`config.mk`:
```
export PLATFORM = sky130hd
export DESIGN_NAME = ezr_coef_gen
export DESIGN_NICKNAME = d
export VERILOG_FILES = /design/src/rtl/core/ezr_pkg.sv /design/src/rtl/core/ezr_cordic.sv /design/src/rtl/core/ezr_coef_gen.sv
export SDC_FILE = /design/constraint.sdc
export NUM_CORES = 2
export LEC_CHECK = 0
export BUFFER_PORTS_ARGS = -buffer_cell sky130_fd_sc_hd__buf_2
export CELL_PAD_IN_SITES_DETAIL_PLACEMENT = 1
export CELL_PAD_IN_SITES_GLOBAL_PLACEMENT = 1
export CORE_AREA = 8 8 326 328
export DETAILED_ROUTE_END_ITERATION = 7
export DIE_AREA = 0 0 334 336
export GPL_ROUTABILITY_DRIVEN = 0
export PLACE_DENSITY_LB_ADDON = 0.1
export RECOVER_POWER = 100
export SLEW_MARGIN = 20
export SYNTH_ARGS = -nofsm -noshare
export SYNTH_HDL_FRONTEND = slang
export SYNTH_SLANG_ARGS = --single-unit
```
`constraint.sdc`:
```
create_clock -name clk -period 23.9 [get_ports clk]
set_input_delay 0 -clock clk [delete_from_list [all_inputs] [get_ports clk]]
set_output_delay 0 -clock clk [all_outputs]
set_load 0.02 [all_outputs]
```
`src/rtl/core/ezr_pkg.sv`:
```
// ----------------------------------------------------------------------------
// ezr_pkg: shared types and constants of the ZXZ Euler point rotator
// Widths, register indexes, CORDIC constants and the coefficient microcode.
// ----------------------------------------------------------------------------
package ezr_pkg;

  localparam int COORD_WIDTH    = 16;
  localparam int COEF_FRAC_BITS = 15;
  localparam int COEF_W         = COEF_FRAC_BITS + 3;
  localparam int OUT_W          = COORD_WIDTH + 1;
  localparam int PROD_W         = COEF_W + COORD_WIDTH;
  localparam int SUM_W          = PROD_W + 3;
  localparam int ANGLE_W        = 16;
  localparam int CFG_IDX_W      = 2;

  localparam logic [CFG_IDX_W-1:0] REG_PHI   = 2'd0;
  localparam logic [CFG_IDX_W-1:0] REG_THETA = 2'd1;
  localparam logic [CFG_IDX_W-1:0] REG_PSI   = 2'd2;

  // CORDIC: Q30 rotation mode, angle scaled to 2^32 per turn.
  localparam int CORD_ITERS = 16;
  localparam int CORD_IT_W  = 4;
  localparam int CORD_FRAC  = 30;
  localparam int CORD_XY_W  = 33;
  localparam int CORD_Z_W   = 34;
  localparam int CORD_SH    = CORD_FRAC - COEF_FRAC_BITS;
  localparam logic signed [CORD_XY_W-1:0] CORD_X0 = 33'sd652032875;
  localparam logic signed [CORD_XY_W:0] CORD_RND =
    (CORD_SH > 0) ? (CORD_XY_W+1)'(64'sd1 <<< (CORD_SH - 1)) : '0;

  typedef logic signed [COEF_W-1:0]  coef_t;
  typedef coef_t [8:0]               coef_mat_t;
  typedef logic signed [ANGLE_W-1:0] angle_t;
  typedef logic signed [COORD_WIDTH-1:0] coord_t;
  typedef logic signed [OUT_W-1:0]   ocoord_t;

  typedef struct packed {
    logic  done;
    coef_t cos_v;
    coef_t sin_v;
  } cordic_res_t;

  typedef struct packed {
    logic busy;
    logic cfg_hit;
  } gen_stat_t;

  // Operand codes of the coefficient multiply-accumulate sequence.
  localparam logic [2:0] OP_CPH = 3'd0;
  localparam logic [2:0] OP_SPH = 3'd1;
  localparam logic [2:0] OP_CT  = 3'd2;
  localparam logic [2:0] OP_ST  = 3'd3;
  localparam logic [2:0] OP_CPS = 3'd4;
  localparam logic [2:0] OP_SPS = 3'd5;
  localparam logic [2:0] OP_T1  = 3'd6;
  localparam logic [2:0] OP_T2  = 3'd7;

  // Destinations: coefficients 0..8, then the two shared partial terms.
  localparam logic [3:0] DST_C0 = 4'd0;
  localparam logic [3:0] DST_C1 = 4'd1;
  localparam logic [3:0] DST_C2 = 4'd2;
  localparam logic [3:0] DST_C3 = 4'd3;
  localparam logic [3:0] DST_C4 = 4'd4;
  localparam logic [3:0] DST_C5 = 4'd5;
  localparam logic [3:0] DST_C6 = 4'd6;
  localparam logic [3:0] DST_C7 = 4'd7;
  localparam logic [3:0] DST_C8 = 4'd8;
  localparam logic [3:0] DST_T1 = 4'd9;
  localparam logic [3:0] DST_T2 = 4'd10;

  localparam logic [3:0] LAST_STEP = 4'd13;

  typedef struct packed {
    logic [2:0] a_sel;
    logic [2:0] b_sel;
    logic       first;
    logic       neg;
    logic       last;
    logic [3:0] dest;
  } uop_t;

  function automatic uop_t ucode(input logic [3:0] step);
    uop_t u;
    u = '0;
    unique case (step)
      4'd0:  u = '{OP_CT,  OP_SPH, 1'b1, 1'b0, 1'b1, DST_T1};
      4'd1:  u = '{OP_CT,  OP_CPH, 1'b1, 1'b0, 1'b1, DST_T2};
      4'd2:  u = '{OP_CPS, OP_CPH, 1'b1, 1'b0, 1'b0, DST_C0};
      4'd3:  u = '{OP_SPS, OP_T1,  1'b0, 1'b1, 1'b1, DST_C0};
      4'd4:  u = '{OP_CPS, OP_SPH, 1'b1, 1'b0, 1'b0, DST_C1};
      4'd5:  u = '{OP_SPS, OP_T2,  1'b0, 1'b0, 1'b1, DST_C1};
      4'd6:  u = '{OP_SPS, OP_ST,  1'b1, 1'b0, 1'b1, DST_C2};
      4'd7:  u = '{OP_SPS, OP_CPH, 1'b1, 1'b1, 1'b0, DST_C3};
      4'd8:  u = '{OP_CPS, OP_T1,  1'b0, 1'b1, 1'b1, DST_C3};
      4'd9:  u = '{OP_CPS, OP_T2,  1'b1, 1'b0, 1'b0, DST_C4};
      4'd10: u = '{OP_SPS, OP_SPH, 1'b0, 1'b1, 1'b1, DST_C4};
      4'd11: u = '{OP_CPS, OP_ST,  1'b1, 1'b0, 1'b1, DST_C5};
      4'd12: u = '{OP_ST,  OP_SPH, 1'b1, 1'b0, 1'b1, DST_C6};
      4'd13: u = '{OP_ST,  OP_CPH, 1'b1, 1'b1, 1'b1, DST_C7};
      default: u = '0;
    endcase
    return u;
  endfunction

  // Arctangent of 2^-i in units of 2^32 per turn.
  function automatic logic signed [CORD_Z_W-1:0] cord_atan(input logic [CORD_IT_W-1:0] i);
    logic signed [CORD_Z_W-1:0] a;
    case (i)
      4'd0:  a = 34'sd536870912;
      4'd1:  a = 34'sd316933406;
      4'd2:  a = 34'sd167458907;
      4'd3:  a = 34'sd85004756;
      4'd4:  a = 34'sd42667331;
      4'd5:  a = 34'sd21354465;
      4'd6:  a = 34'sd10679838;
      4'd7:  a = 34'sd5340245;
      4'd8:  a = 34'sd2670163;
      4'd9:  a = 34'sd1335087;
      4'd10: a = 34'sd667544;
      4'd11: a = 34'sd333772;
      4'd12: a = 34'sd166886;
      4'd13: a = 34'sd83443;
      4'd14: a = 34'sd41722;
      default: a = 34'sd20861;
    endcase
    return a;
  endfunction

  function automatic coef_mat_t ident_mat();
    coef_mat_t m;
    m = '0;
    m[0] = COEF_W'(64'sd1 <<< COEF_FRAC_BITS);
    m[4] = COEF_W'(64'sd1 <<< COEF_FRAC_BITS);
    m[8] = COEF_W'(64'sd1 <<< COEF_FRAC_BITS);
    return m;
  endfunction

endpackage

```
`src/rtl/core/ezr_cordic.sv`:
```
// ----------------------------------------------------------------------------
// ezr_cordic: iterative sine and cosine unit
// Rotation-mode CORDIC, one iteration per cycle.
// ----------------------------------------------------------------------------
module ezr_cordic (
  input  logic                 clk,
  input  logic                 rst_n,
  input  logic                 start,
  input  ezr_pkg::angle_t      angle,
  output ezr_pkg::cordic_res_t res
);
  import ezr_pkg::*;

  logic signed [CORD_XY_W-1:0] x_r, y_r;
  logic signed [CORD_Z_W-1:0]  z_r;
  logic [CORD_IT_W-1:0]        it_r;
  logic                        run_r, done_r, neg_r;

  logic signed [ANGLE_W:0]     a_ext, a_adj;
  logic                        a_neg;
  logic signed [CORD_XY_W-1:0] dx, dy;
  logic signed [CORD_Z_W-1:0]  at;
  logic signed [CORD_XY_W:0]   xs, ys, xr, yr;

  // Fold the angle into [-pi/2, pi/2]; the results are negated at the end.
  always_comb begin
    a_ext = (ANGLE_W+1)'(angle);
    a_adj = a_ext;
    a_neg = 1'b0;
    if (a_ext > 17'sd16384) begin
      a_adj = a_ext - 17'sd32768;
      a_neg = 1'b1;
    end else if (a_ext < -17'sd16384) begin
      a_adj = a_ext + 17'sd32768;
      a_neg = 1'b1;
    end
  end

  assign dx = y_r >>> it_r;
  assign dy = x_r >>> it_r;
  assign at = cord_atan(it_r);

  always_ff @(posedge clk) begin
    if (!rst_n) begin
      run_r  <= 1'b0;
      done_r <= 1'b0;
      it_r   <= '0;
    end else begin
      done_r <= 1'b0;
      if (start) begin
        x_r   <= CORD_X0;
        y_r   <= '0;
        z_r   <= CORD_Z_W'(a_adj) <<< 16;
        neg_r <= a_neg;
        it_r  <= '0;
        run_r <= 1'b1;
      end else if (run_r) begin
        if (!z_r[CORD_Z_W-1]) begin
          x_r <= x_r - dx;
          y_r <= y_r + dy;
          z_r <= z_r - at;
        end else begin
          x_r <= x_r + dx;
          y_r <= y_r - dy;
          z_r <= z_r + at;
        end
        it_r <= it_r + 1'b1;
        if (it_r == CORD_IT_W'(CORD_ITERS - 1)) begin
          run_r  <= 1'b0;
          done_r <= 1'b1;
        end
      end
    end
  end

  always_comb begin
    xs = neg_r ? -(CORD_XY_W+1)'(x_r) : (CORD_XY_W+1)'(x_r);
    ys = neg_r ? -(CORD_XY_W+1)'(y_r) : (CORD_XY_W+1)'(y_r);
    xr = (xs + CORD_RND) >>> CORD_SH;
    yr = (ys + CORD_RND) >>> CORD_SH;
    res.done  = done_r;
    res.cos_v = xr[COEF_W-1:0];
    res.sin_v = yr[COEF_W-1:0];
  end

endmodule

```
`src/rtl/core/ezr_coef_gen.sv`:
```
// ----------------------------------------------------------------------------
// ezr_coef_gen: angle registers and rotation matrix builder
// Runs the CORDIC over the three angles, then a multiply-accumulate sequence.
// ----------------------------------------------------------------------------
module ezr_coef_gen (
  input  logic                          clk,
  input  logic                          rst_n,
  input  logic                          cfg_we,
  input  logic [ezr_pkg::CFG_IDX_W-1:0] cfg_index,
  input  logic [ezr_pkg::ANGLE_W-1:0]   cfg_wdata,
  output ezr_pkg::coef_mat_t            coefs,
  output ezr_pkg::gen_stat_t            stat
);
  import ezr_pkg::*;

  localparam int ACC_W = 2 * COEF_W + 2;
  localparam logic signed [ACC_W-1:0] ACC_RND = ACC_W'(64'sd1 <<< (COEF_FRAC_BITS - 1));
  localparam logic signed [ACC_W-1:0] C_MAX = ACC_W'((64'sd1 <<< (COEF_FRAC_BITS + 2)) - 1);
  localparam logic signed [ACC_W-1:0] C_MIN = -ACC_W'(64'sd1 <<< (COEF_FRAC_BITS + 2));

  localparam logic [2:0] ST_IDLE   = 3'd0;
  localparam logic [2:0] ST_CSTART = 3'd1;
  localparam logic [2:0] ST_CWAIT  = 3'd2;
  localparam logic [2:0] ST_MUL    = 3'd3;
  localparam logic [2:0] ST_ACC    = 3'd4;
  localparam logic [2:0] ST_FIN    = 3'd5;

  logic [2:0]       state_r;
  logic [1:0]       idx_r;
  logic [3:0]       step_r;
  angle_t           phi_r, theta_r, psi_r;
  coef_t            cph_r, sph_r, ct_r, st_r, cps_r, sps_r, t1_r, t2_r;
  coef_mat_t        coef_r;
  logic signed [2*COEF_W-1:0] mprod_r;
  logic signed [ACC_W-1:0]    acc_r;

  logic             cfg_hit;
  angle_t           cord_angle;
  cordic_res_t      cres;
  uop_t             uop;
  coef_t            op_a, op_b;
  logic signed [ACC_W-1:0] acc_sum, acc_rnd;
  coef_t            acc_val;

  assign cfg_hit = cfg_we &&
                   (cfg_index == REG_PHI || cfg_index == REG_THETA || cfg_index == REG_PSI);

  always_comb begin
    unique case (idx_r)
      2'd0:    cord_angle = phi_r;
      2'd1:    cord_angle = theta_r;
      default: cord_angle = psi_r;
    endcase
  end

  ezr_cordic u_cordic (
    .clk   (clk),
    .rst_n (rst_n),
    .start (state_r == ST_CSTART),
    .angle (cord_angle),
    .res   (cres)
  );

  function automatic coef_t pick(input logic [2:0] sel, input coef_t cph, input coef_t sph,
                                 input coef_t ct, input coef_t st, input coef_t cps,
                                 input coef_t sps, input coef_t t1, input coef_t t2);
    coef_t v;
    case (sel)
      OP_CPH:  v = cph;
      OP_SPH:  v = sph;
      OP_CT:   v = ct;
      OP_ST:   v = st;
      OP_CPS:  v = cps;
      OP_SPS:  v = sps;
      OP_T1:   v = t1;
      default: v = t2;
    endcase
    return v;
  endfunction

  always_comb begin
    uop  = ucode(step_r);
    op_a = pick(uop.a_sel, cph_r, sph_r, ct_r, st_r, cps_r, sps_r, t1_r, t2_r);
    op_b = pick(uop.b_sel, cph_r, sph_r, ct_r, st_r, cps_r, sps_r, t1_r, t2_r);
    acc_sum = uop.first ? '0 : acc_r;
    if (uop.neg) begin
      acc_sum = acc_sum - ACC_W'(mprod_r);
    end else begin
      acc_sum = acc_sum + ACC_W'(mprod_r);
    end
    // Round to nearest with ties upward, then saturate to the Q2 range.
    acc_rnd = (acc_sum + ACC_RND) >>> COEF_FRAC_BITS;
    if (acc_rnd > C_MAX) begin
      acc_val = C_MAX[COEF_W-1:0];
    end else if (acc_rnd < C_MIN) begin
      acc_val = C_MIN[COEF_W-1:0];
    end else begin
      acc_val = acc_rnd[COEF_W-1:0];
    end
  end

  always_ff @(posedge clk) begin
    if (!rst_n) begin
      state_r <= ST_IDLE;
      idx_r   <= '0;
      step_r  <= '0;
      phi_r   <= '0;
      theta_r <= '0;
      psi_r   <= '0;
      coef_r  <= ident_mat();
    end else begin
      unique case (state_r)
        ST_CSTART: state_r <= ST_CWAIT;
        ST_CWAIT: begin
          if (cres.done) begin
            unique case (idx_r)
              2'd0: begin
                cph_r <= cres.cos_v;
                sph_r <= cres.sin_v;
              end
              2'd1: begin
                ct_r <= cres.cos_v;
                st_r <= cres.sin_v;
              end
              default: begin
                cps_r <= cres.cos_v;
                sps_r <= cres.sin_v;
              end
            endcase
            if (idx_r == 2'd2) begin
              state_r <= ST_MUL;
              step_r  <= '0;
            end else begin
              idx_r   <= idx_r + 1'b1;
              state_r <= ST_CSTART;
            end
          end
        end
        ST_MUL: begin
          mprod_r <= op_a * op_b;
          state_r <= ST_ACC;
        end
        ST_ACC: begin
          acc_r <= acc_sum;
          if (uop.last) begin
            if (uop.dest == DST_T1) begin
              t1_r <= acc_val;
            end else if (uop.dest == DST_T2) begin
              t2_r <= acc_val;
            end else if (uop.dest <= DST_C8) begin
              coef_r[uop.dest] <= acc_val;
            end
          end
          if (step_r == LAST_STEP) begin
            state_r <= ST_FIN;
          end else begin
            step_r  <= step_r + 1'b1;
            state_r <= ST_MUL;
          end
        end
        ST_FIN: begin
          coef_r[DST_C8] <= ct_r;
          state_r        <= ST_IDLE;
        end
        default: state_r <= ST_IDLE;
      endcase

      // A register write restarts the whole build from the first angle.
      if (cfg_hit) begin
        unique case (cfg_index)
          REG_PHI:   phi_r   <= cfg_wdata;
          REG_THETA: theta_r <= cfg_wdata;
          default:   psi_r   <= cfg_wdata;
        endcase
        idx_r   <= '0;
        state_r <= ST_CSTART;
      end
    end
  end

  assign coefs        = coef_r;
  assign stat.busy    = (state_r != ST_IDLE);
  assign stat.cfg_hit = cfg_hit;

endmodule

```
; Yosys cells after proc, flatten, opt, wreduce, memory -nomap -nowiden
; Memories as Yosys holds them, arrays and structs flattened. A register that Yosys moved wholly into a read port is not among the register bits.
; Cells that the tools add are included.
[totals]
romBits = 688
ff_bits = 544
mem_count = 2
[mem_list]
columns = memory, depth, width, rd, rd_clocked_by_memory_dff, wr, line_no
row1 = (no name shown), 16, 30, 1, 1, 0, ezr_pkg.sv:108  ; case (i)
row2 = (no name shown), 16, 13, 1, 1, 0, ezr_pkg.sv:85  ; unique case (step)
[op_classes]
n_mux = 44
shifts = 2
add_sub_neg = 18
n_reduce_logical = 33
magnitude_cmp = 7
mul = 1
bitwise = 7
eq_ne = 33
[ops]
columns = cell, n
row1 = 162-bit two-way mux, 4
row2 = 18-bit case mux with 7 select lines, 2
row3 = 33-bit two-way mux, 6
row4 = 162-bit bitwise mux, 1
row5 = 34-bit two-way mux, 3
row6 = 38-bit two-way mux, 2
row7 = 18-bit demux with 4-bit select, 1
row8 = "33-bit by 16-bit adder with 33-bit output, second input constant", 2
row9 = 33-bit adder, 2
row10 = 33-bit negation, 2
row11 = 33-bit by 4-bit >>> shifter with 33-bit output, 2
row12 = 33-bit subtractor, 2
row13 = 18-bit two-way mux, 3
row14 = "38-bit by 16-bit adder with 38-bit output, second input constant", 1
row15 = 38-bit by 36-bit adder with 38-bit output, 1
row16 = 38-bit by 36-bit subtractor with 38-bit output, 1
row17 = 18-bit by 18-bit multiplier with 36-bit output, 1
row18 = 18-bit case mux with 2 select lines, 1
row19 = 34-bit adder, 1
row20 = 17-bit two-way mux, 2
row21 = 34-bit subtractor, 1
row22 = 16-bit case mux with 2 select lines, 1
row23 = 4-bit two-way mux, 7
row24 = "3-bit equality test, second input constant", 8
row25 = other kinds (37), 88

; Logic depth before layout (Yosys ltp)
[depth]
word_depth = 13
mapped_depth = 34
mapped_depth_nobuf = 31

; By module
; A second synthesis with hierarchy kept.
[hier_totals]
hier_cells = 5596
hier_area_um2 = 50897.6
[modules_own_cells]
columns = module, instances, seq_area_each_um2, area_each_um2, cells_per_inst
row1 = ezr_coef_gen, 1, 11190.7, 33185.6, 3496
row2 = ezr_cordic, 1, 3753.6, 17712.0, 2100

; Least setup slack after synthesis
; Ideal clock, no wire load.
[synth_timing]
path_type = reg-to-reg
from = register uop[10] (netlist name)
to = register mprod_r[34], data pin
setup_slack_ns = 15.314
period_less_slack_ns = 8.586
arrival_time_ns = 8.323
setup_time_ns = 0.263
path_stages_with_launch = 30
required_time_ns = 23.637
cell_sequence = dfxtp_1 -> clkbuf_1 -> buf_1 -> buf_1 -> clkbuf_1 -> nor2_1 -> a211oi_1 -> clkbuf_1 -> nand2_1 -> fa_1 -> inv_1 -> fa_1 -> fa_1 -> inv_1 -> fa_1 -> fa_1 -> inv_1 -> fa_1 -> ha_1 -> a21o_1 -> a21o_1 -> or4_1 -> a21oi_1 -> o31ai_1 -> o211a_1 -> o21a_1 -> o21ai_0 -> a21oi_1 -> a311oi_1 -> xnor2_1
[synth_between]
elab_chain_len = 3
elab_cells_between_ends = 9
cone_classes = 1 x mul / 6 x eq/ne / 1 x mux / 1 x reduce/logical
[synth_lines]
columns = item, line_no
row1 = 3-bit equality test (tied with other cells), ezr_coef_gen.sv:68  ; case (sel)
row2 = 18-bit case mux with 7 select lines (*), ezr_coef_gen.sv:68
row3 = 18-bit by 18-bit multiplier with 36-bit output (*), ezr_coef_gen.sv:140  ; mprod_r <= op_a * op_b;
row4 = "end signal, assigned", ezr_coef_gen.sv:140
row5 = "end, declared", ezr_coef_gen.sv:34  ; logic signed [2*COEF_W-1:0] mprod_r;
; Mark *: on every way between the ends. The rest lies on a longest branch, timed or not.
; A chain may end at the register's enable or synchronous reset.

; Final worst setup path
[layout_timing]
from = register uop[7] (netlist name)
to = register mprod_r[34], data pin
[layout_between]
elab_chain_len = 3
elab_cells_between_ends = 9
cone_classes = 1 x mul / 6 x eq/ne / 1 x mux / 1 x reduce/logical
[layout_lines]
columns = item, line_no
row1 = 3-bit equality test (tied with other cells), ezr_coef_gen.sv:68
row2 = 18-bit case mux with 7 select lines (*), ezr_coef_gen.sv:68
row3 = 18-bit by 18-bit multiplier with 36-bit output (*), ezr_coef_gen.sv:140
; Marked as above.

==> results.md <==
- Final min period: 10900 ps
- Post-DP HPWL: 120 mm
- Placed cells: 6668
- Routed WL per cell: 23.5 um
- Pwr dens: 62.5 mW/mm^2
- Worst-margin pin slew: 3190 ps
- Hold WS: 152 ps
- Switching pwr: 1.13 mW
- Tot GR Track Use: 27.8%
- Clk Latency, worst-skew pair: 680 ps
- CP Launch Type: register
- Initial core utilization: 49.6%
- Final std cells w/o fill: 6824
- Fin crit share: 45.6%
- GRT Residual Overflow: 0
- Initial antenna violation count: 1
- Critical Path End Type: register
- Share of cells above drive strength 1: 7.22%
- Die Span X: 334 um
- Synth area leader: edfxtp_1
- Max Clk Rate: 91.7 MHz
- Mapped Cells: 5415
- Fin area: 0.0543 mm^2
- First-pass GRT wire length: 248 mm
- CP Class: register to register
- FF-to-FF End: mprod_r[34]
- Slack of the critical path: 13000 ps
- Worst VDD drop: 61.2 uV
- Drt via density: 6.02
- Nets@finish: 6066
- PortBufs: 184
- CTS Buffer Depth: 3
- Worst slew margin: -112%
- Die ar.: 0.112 mm^2
- CTS tree: yes
- Flops & latches, synth: 587
- Pint: 2.26 mW
- Depth of the CTS H-tree: 3
- Worst slack at placement: 14620 ps
- RSZ-0062 raised after global routing: false
- Failing checks: max-capacitance violations, max-slew violations
- Req. time, crit path: 24290 ps
- HP Class: input pin to register
- Reg clk slew, reported paths: 70 ps
- Post-Syn Area: 0.0501 mm^2
- Yosys top cell area share: 19.1%
- Dpl cell area: 0.0520 mm^2
- Worst Hold Launch: cfg_wdata[0]
- Number of flops mapped to enable cells by yosys: 319
- Worst R2R Start: uop[7]
- Crit path DAT: 11290 ps
- Yosys cell types: 105
- Setup Total Neg Slack: 0 ps
- Cells on Worst Hold Path: 4
- Tot Pwr: 3.39 mW
- Drt total wl: 160 mm
- Vias: 41.1k
- Post-Route Utilization: 53.7%
- Sequential area share after synthesis: 29.8%
- Max FO, Critical Path: 49
- Global route hottest layer: met2
- Top-count cell post-synth: nand2_1
- # DRC: 0
- Top_reg_cell synth: edfxtp_1
- Clk sinks: 587
- Avg Inst Size Synth: 9.25 um^2
- Worst Hold End: psi_r[0]
- Antenna cells: 0
- Max-Cap Viols: 17
- Core Rows: 117
- Met1 usage: 34.1%
- Synthesis Warnings: 0
- DRT Pass-1 Iters: 7
- Largest net degree at the start of global routing: 123
- Clock Tree Root: clkbuf_16
- Initial DRC Count: 2863
- Clock power share: 34.3%
- Antenna Nets Post-Route: 0
- Syn Nets: 6024
- Top post-synthesis cells by area: edfxtp_1 19%, fa_1 13%, dfxtp_1 11%
- CTS Buf Count: 70
- Leakage: 21.8 nW
- R2R cell count: 22
- Worst Skew: 61.6 ps
- Comb pwr share: 30.2%
- Met3 usage: 3.46%
- Outcome: finished with violations
- Count of pins over their slew limit: 672
- Endpoints failing hold: 0
- Die Y-Extent: 336 um
- Number of global-route vias before repair: 43.1k
- GRT met2 Usage: 49.6%
- Syn-to-layout area delta: 8.33%
- Flop pwr share: 35.5%
- Commonest cells post-synth: 592 x nand2_1, 473 x inv_1, 404 x a21oi_1, 399 x nor2_1, 334 x fa_1
- Core area: 0.101 mm^2
- R2R Setup Slk: 13000 ps
- Sw Share: 33.2%
- Final setup violation count: 0
- Io pins: 185
- Post-synth ARST share: 0%
## sequential cells by signal, summed over array words and instances (netlist names), 13 cells and up
name	cells
st_r	18
cph_r	18
coefs	162
u_cordic.x_r	33
mprod_r	36
acc_r	38
sps_r	18
cps_r	18
sph_r	18
u_cordic.y_r	33
u_cordic.z_r	34
t1_r	18
phi_r	16
theta_r	16
ct_r	18
uop	13
psi_r	16
t2_r	18
u_cordic.at	30
## power by group through the flow
| stage | Clock [mW] | Combinational [mW] | Sequential (mW) |
|---|---|---|---|
| final | 1.16 | 1.02 | 1.20 |
| after global placement | 0 | 0.986 | 1.22 |
| after detailed placement | 0 | 1.02 | 1.22 |
| after floorplan | 0 | 0.785 | 1.18 |
| after global routing | 1.22 | 1.13 | 1.21 |
| after CTS | 1.18 | 1.03 | 1.20 |
## final cells by class
type | count | area [um^2]
Fill cell | 11600 | 46700
Multi-Input combinational cell | 4044 | 31900
Sequential cell | 587 | 15000
Clock buffer | 95 | 1970
Inverter | 476 | 1790
Tap cell | 1309 | 1640
Timing Repair Buffer | 278 | 1430
Clock inverter | 35 | 546
## critical path: stages, from the launching register on
cell      delay, ps
dfxtp_1         330
clkbuf_1       1940
nand3_1         980
o221a_1         900
nand2_1         350
fa_1            510
fa_1            530
inv_1            60
ha_1            850
inv_1           150
fa_1            580
inv_1            50
fa_1            470
fa_1            540
ha_1            390
a21o_1          230
or3_1           330
o211a_1         210
o21a_1          180
o21ai_0         250
a21oi_1         190
a311oi_1        420
xnor2_1         100
## layout by cell type, fill, tap and decap left out, types with 69 or more instances in the layout
cell type    n
mux4_2      93
mux2i_1     69
nor2b_1    111
nand2_1    592
inv_1      474
a21oi_1    420
nor3_1      77
fa_1       334
nor2_1     392
edfxtp_1   319
dfxtp_1    263
xor2_1     115
xnor2_1    233
ha_1       254
clkbuf_1   194
clkbuf_16   71
o21ai_0    316
## worst max-delay path by stage
stage / startpoint / end
finish: uop[7] / mprod_r[34]
global route: uop[7] / mprod_r[34]
CTS: uop[9] / mprod_r[34]
detailed placement: uop[9] / mprod_r[34]
global placement: uop[9] / mprod_r[34]
floorplan: uop[10] / mprod_r[34]
## cells by family (layout without fill, tap and decap cells)
family	Yosys count	after routing	synth area share, %
simple gates	1588	1588	14.9
compound gates	1306	1306	16.6
buf+inv	784	884	6.20
fa+ha+maj	589	589	19.7
flops	587	587	29.8
xor+xnor	349	349	6.10
mux	212	212	6.68
## per-layer routing
| metal | wire [um] | share of wire, % |
|---|---|---|
| met1 | 66000 | 41 |
| met5 | 0 | 0 |
| met4 | 7370 | 4.6 |
| met3 | 6930 | 4.3 |
| met2 | 80100 | 50 |
## repair_timing
action,CTS,global route
endpoints found under the hold margin,94,0
resized for setup,0,0
setup buffers,0,0
hold buffers,25,0
Power figures use the tool's default switching activity.
